## config.mk

```make
export PLATFORM = sky130hd
export DESIGN_NAME = chm_ram
export DESIGN_NICKNAME = d
export VERILOG_FILES = /design/src/rtl/chm_ram.sv
export SDC_FILE = /design/constraint.sdc
export NUM_CORES = 1
export LEC_CHECK = 0
export BUFFER_PORTS_ARGS = -buffer_cell sky130_fd_sc_hd__buf_2
export CORE_MARGIN = 5
export CORE_UTILIZATION = 30
export DETAILED_ROUTE_END_ITERATION = 10
export HOLD_SLACK_MARGIN = 0.15
export SLEW_MARGIN = 20
export SYNTH_ARGS = -nofsm -noshare
export SYNTH_HDL_FRONTEND = slang
export SYNTH_SLANG_ARGS = --single-unit
```

## constraint.sdc

```tcl
create_clock -name clock -period 2.7 [get_ports clock]
set_clock_uncertainty 0.05 [all_clocks]
set_input_delay 0.27 -clock clock [delete_from_list [all_inputs] [get_ports clock]]
set_output_delay 0.27 -clock clock [all_outputs]
set_load 0.005 [all_outputs]
```

## src/rtl/chm_ram.sv

```systemverilog
`timescale 1ns / 1ps
// Generic single-write, single-read synchronous RAM with a registered read port.
// Depends on nothing.
module chm_ram #(
   parameter int WIDTH = 8,
   parameter int DEPTH = 16
) (
   input  logic                     clock,
   input  logic                     wr_en,
   input  logic [$clog2(DEPTH)-1:0] wr_addr,
   input  logic [WIDTH-1:0]         wr_data,
   input  logic                     rd_en,
   input  logic [$clog2(DEPTH)-1:0] rd_addr,
   output logic [WIDTH-1:0]         rd_data
);

   logic [WIDTH-1:0] mem_ff [DEPTH];
   logic [WIDTH-1:0] rd_data_ff;

   always_ff @(posedge clock) begin
      if (wr_en) begin
         mem_ff[wr_addr] <= wr_data;
      end
      if (rd_en) begin
         rd_data_ff <= mem_ff[rd_addr];
      end
   end

   assign rd_data = rd_data_ff;

endmodule

```

==> key figures <==
Synth
  – Synth Cell Area: 5230 µm²
  – Post-synth top area share: 78.1%
  – Synth area leaders: edfxtp_1 (78%), mux4_2 (7.8%), mux4_1 (7.0%)
  – Count leader, synth: edfxtp_1
  – Top cells by count, synth: edfxtp_1 (136), mux4_2 (18), a22oi_1 (16), mux4_1 (14), nor2_1 (13)
  – Post-synth top area cell: edfxtp_1
  – Number of synthesized flops with an enable pin: 136
  – Post-Syn Nets: 248
  – Seq cells post-synth: 136
  – Netlist cell types: 18
  – Synth Flop Type: edfxtp_1
  – Mapped Cells: 229
  – Yosys warns: 0
  – Ys async rst share: 0%
  – Post-synthesis sequential area ratio: 78.1%
  – Syn_area_per_cell: 22.8 µm²

Power and ir drop
  – Switching power: 1.00 mW
  – Flop pwr share: 49.6%
  – Power density cells: 773 nW/µm²
  – Clock share of power: 46.0%
  – Pint: 3.83 mW
  – Sw frac: 20.7%
  – Comb pwr share: 4.5%
  – Pleak: 2.07 nW
  – Max rail drop VDD: 0.444 mV
  – Overall power: 4.83 mW

STA
  – Setup ws final: 1.08 ns
  – Final period util: 60.1%
  – FMAX: 617 MHz
  – Final setup fails: 0
  – Sum Neg Setup Slack: 0 ns
  – Final worst path period need: 1.62 ns
  – Worst Tran Pin Value: 0.884 ns
  – RSZ-0062 raised after global routing: false
  – Final hold violations: 0
  – Relative slew slack: 40.8%
  – Slew Limit Fails: 0

Clock network
  – CTS HTree Levels: 4
  – Post-CTS sizing: 0
  – Clock Latency Late Sink: 0.41 ns
  – Root Driver: clkbuf_16
  – Worst-path clk slew: 0.06 ns
  – Clock tree sinks: 136
  – TritonCTS Buffers: 17
  – Hold-fix buffers at CTS: 0
  – Setup Fix Bufs, Post-CTS: 0
  – CTS tree: done
  – Clk buf depth: 2

GRT
  – M1 GR Usage: 15.7%
  – Largest net degree at the start of global routing: 33
  – First-pass GRT wire length: 16500 µm
  – Initial antenna violation count: 0
  – Gr busiest metal: met2
  – Vias in the first global route: 2586
  – GR Util met2: 17.3%
  – GR Util met3: 4.81%
  – Total Routing Usage GR: 11.5%
  – Total gr overflow: 0

Critical path
  – RR Startpoint: mem_ff[5][0]
  – Critical Path RT: 2.68 ns
  – Reg2reg path depth: 3
  – Flop-to-flop setup slack: 1.13 ns
  – Startpoint Class: input port
  – FF-to-FF End: rd_data[0]
  – CP max stage delay: 0.70 ns
  – Critical-path cell list: buf_2 > or3b_2 > nor2_1
  – Worst Setup End Kind: flip-flop
  – Critical path fanouts, max: 8
  – Worst path slowest cell: nor2_1
  – WP data arrival: 1.61 ns
  – Critical path class: input port to flip-flop

Place
  – Final HPWL from detailed placement: 6750 µm
  – GP Congestion: 0.736
  – Worst slack, placed: 0.661 ns
  – Placed cells: 485
  – Input/output buffers: 26
  – Placed Area: 5680 µm²

Floorplan
  – Starting Density: 30.4%
  – Num ports: 27
  – Core Box Area: 17200 µm²
  – Die span in x: 142 µm
  – Die height: 142 µm
  – Row Count: 48
  – Die ar.: 20200 µm²

Detailed routing
  – DRC: 0
  – WL final: 10900 µm
  – Vias: 2510
  – First-pass DRT Iterations: 5
  – Post-DRT Antenna Nets: 0
  – Initial DRC Count: 326
  – Vias per cell: 4.85
  – Routed WL per cell: 21.2 µm

Finish
  – NumNets Final: 298
  – Non-Filler Instances: 517
  – Share of post-route cells with drive strength above 1: 30.8%
  – Final instance area: 6250 µm²
  – Synth-to-Final Area Change: 19.6%
  – Number of diodes: 0

Run
  – Max-Cap Viols: 0

Min path
  – Hold Path End: mem_ff[6][4]
  – Hold Path Cell Cnt: 1
  – Hold Path Class: input port to flip-flop
  – Hold Crit Start: wr_data[4]

Run status
  – Outcome: finished, final reports clean
==> routing by layer <==
layer / wire length [µm] / vias to the layer above / part of all wire [%]
li1: - / 1085 / -
met1: 4900 / 1318 / 45
met2: 5140 / 97 / 47
met3: 822 / 10 / 7.5
met4: 78 / 0 / 0.71
met5: 0 / - / 0
==> layout make-up <==
| type | instances | area, µm² |
|---|---|---|
| clock inverter | 14 | 145 |
| tap | 225 | 282 |
| clock buffer | 18 | 429 |
| timing repair buffer | 41 | 255 |
| fill | 1599 | 10900 |
| multi-input combinational | 83 | 1060 |
| sequential | 136 | 4080 |
==> power groups by stage <==
stage          combinational [mW]  clock, mW  sequential [mW]
5_1_grt                     0.233       2.38             2.40
3_5_place_dp                0.218          0             2.44
2_1_floorplan               0.120          0             2.43
3_3_place_gp                0.213          0             2.44
4_1_cts                     0.219       2.27             2.40
6_report                    0.217       2.22             2.40
==> kinds of logic (layout without fill, tap and decap cells) <==
logic type | count (synthesis) | after routing | synth area share, %
AOI/OAI and AO/OA | 16 | 16 | 2.30
DFF | 136 | 136 | 78.1
muxes | 32 | 32 | 14.8
buffers and inverters | 10 | 73 | 1.65
and+or+nand+nor | 35 | 35 | 3.14
==> placed cells by master (no fill, tap or decap) <==
cell,Yosys,layout
nor3_1,4,4
clkinv_4,0,1
clkinv_2,0,3
mux4_2,18,18
a22oi_1,16,16
nor2b_1,1,1
and2_1,1,1
nand2b_1,2,2
clkinv_1,0,1
buf_12,0,1
and2b_1,1,1
bufinv_16,0,2
nor2_1,13,13
edfxtp_1,136,136
mux4_1,14,14
or3b_2,1,1
nand3b_1,2,2
buf_4,1,14
inv_6,0,4
clkinvlp_4,0,3
clkbuf_16,0,17
buf_2,3,26
nand3_1,1,1
nand2_1,9,9
clkbuf_1,0,1
==> how the worst max path moves through the flow <==
stage / start / end / slack [ns] / cells past startpoint
after floorplan: wr_addr[2] / mem_ff[0][0] / 0.89 / 2
after global placement: wr_addr[2] / mem_ff[2][0] / 0.64 / 3
after detailed placement: wr_addr[2] / mem_ff[2][0] / 0.66 / 3
after CTS: wr_addr[2] / mem_ff[3][6] / 1.07 / 3
after global routing: wr_addr[2] / mem_ff[3][6] / 1.04 / 3
final: wr_addr[2] / mem_ff[2][2] / 1.08 / 3
==> metrics by stage <==
step	hold slack, ns	util, %
2_1_floorplan	0.319	-
3_3_place_gp	0.602	33.1
3_5_place_dp	0.611	33.1
4_1_cts	0.177	36.4
5_1_grt	0.177	36.4
6_report	0.190	36.4
==> sequential cells by signal, indices dropped and copies added, names as in the netlist <==
register	count
rd_data	8
mem_ff	128
==> critical path: cells and delay by family <==
kind                   cells  cell delay [ns]
buffers and inverters      1             0.12
and+or+nand+nor            2             1.22
No activity file was read; power rests on OpenSTA's default activity.
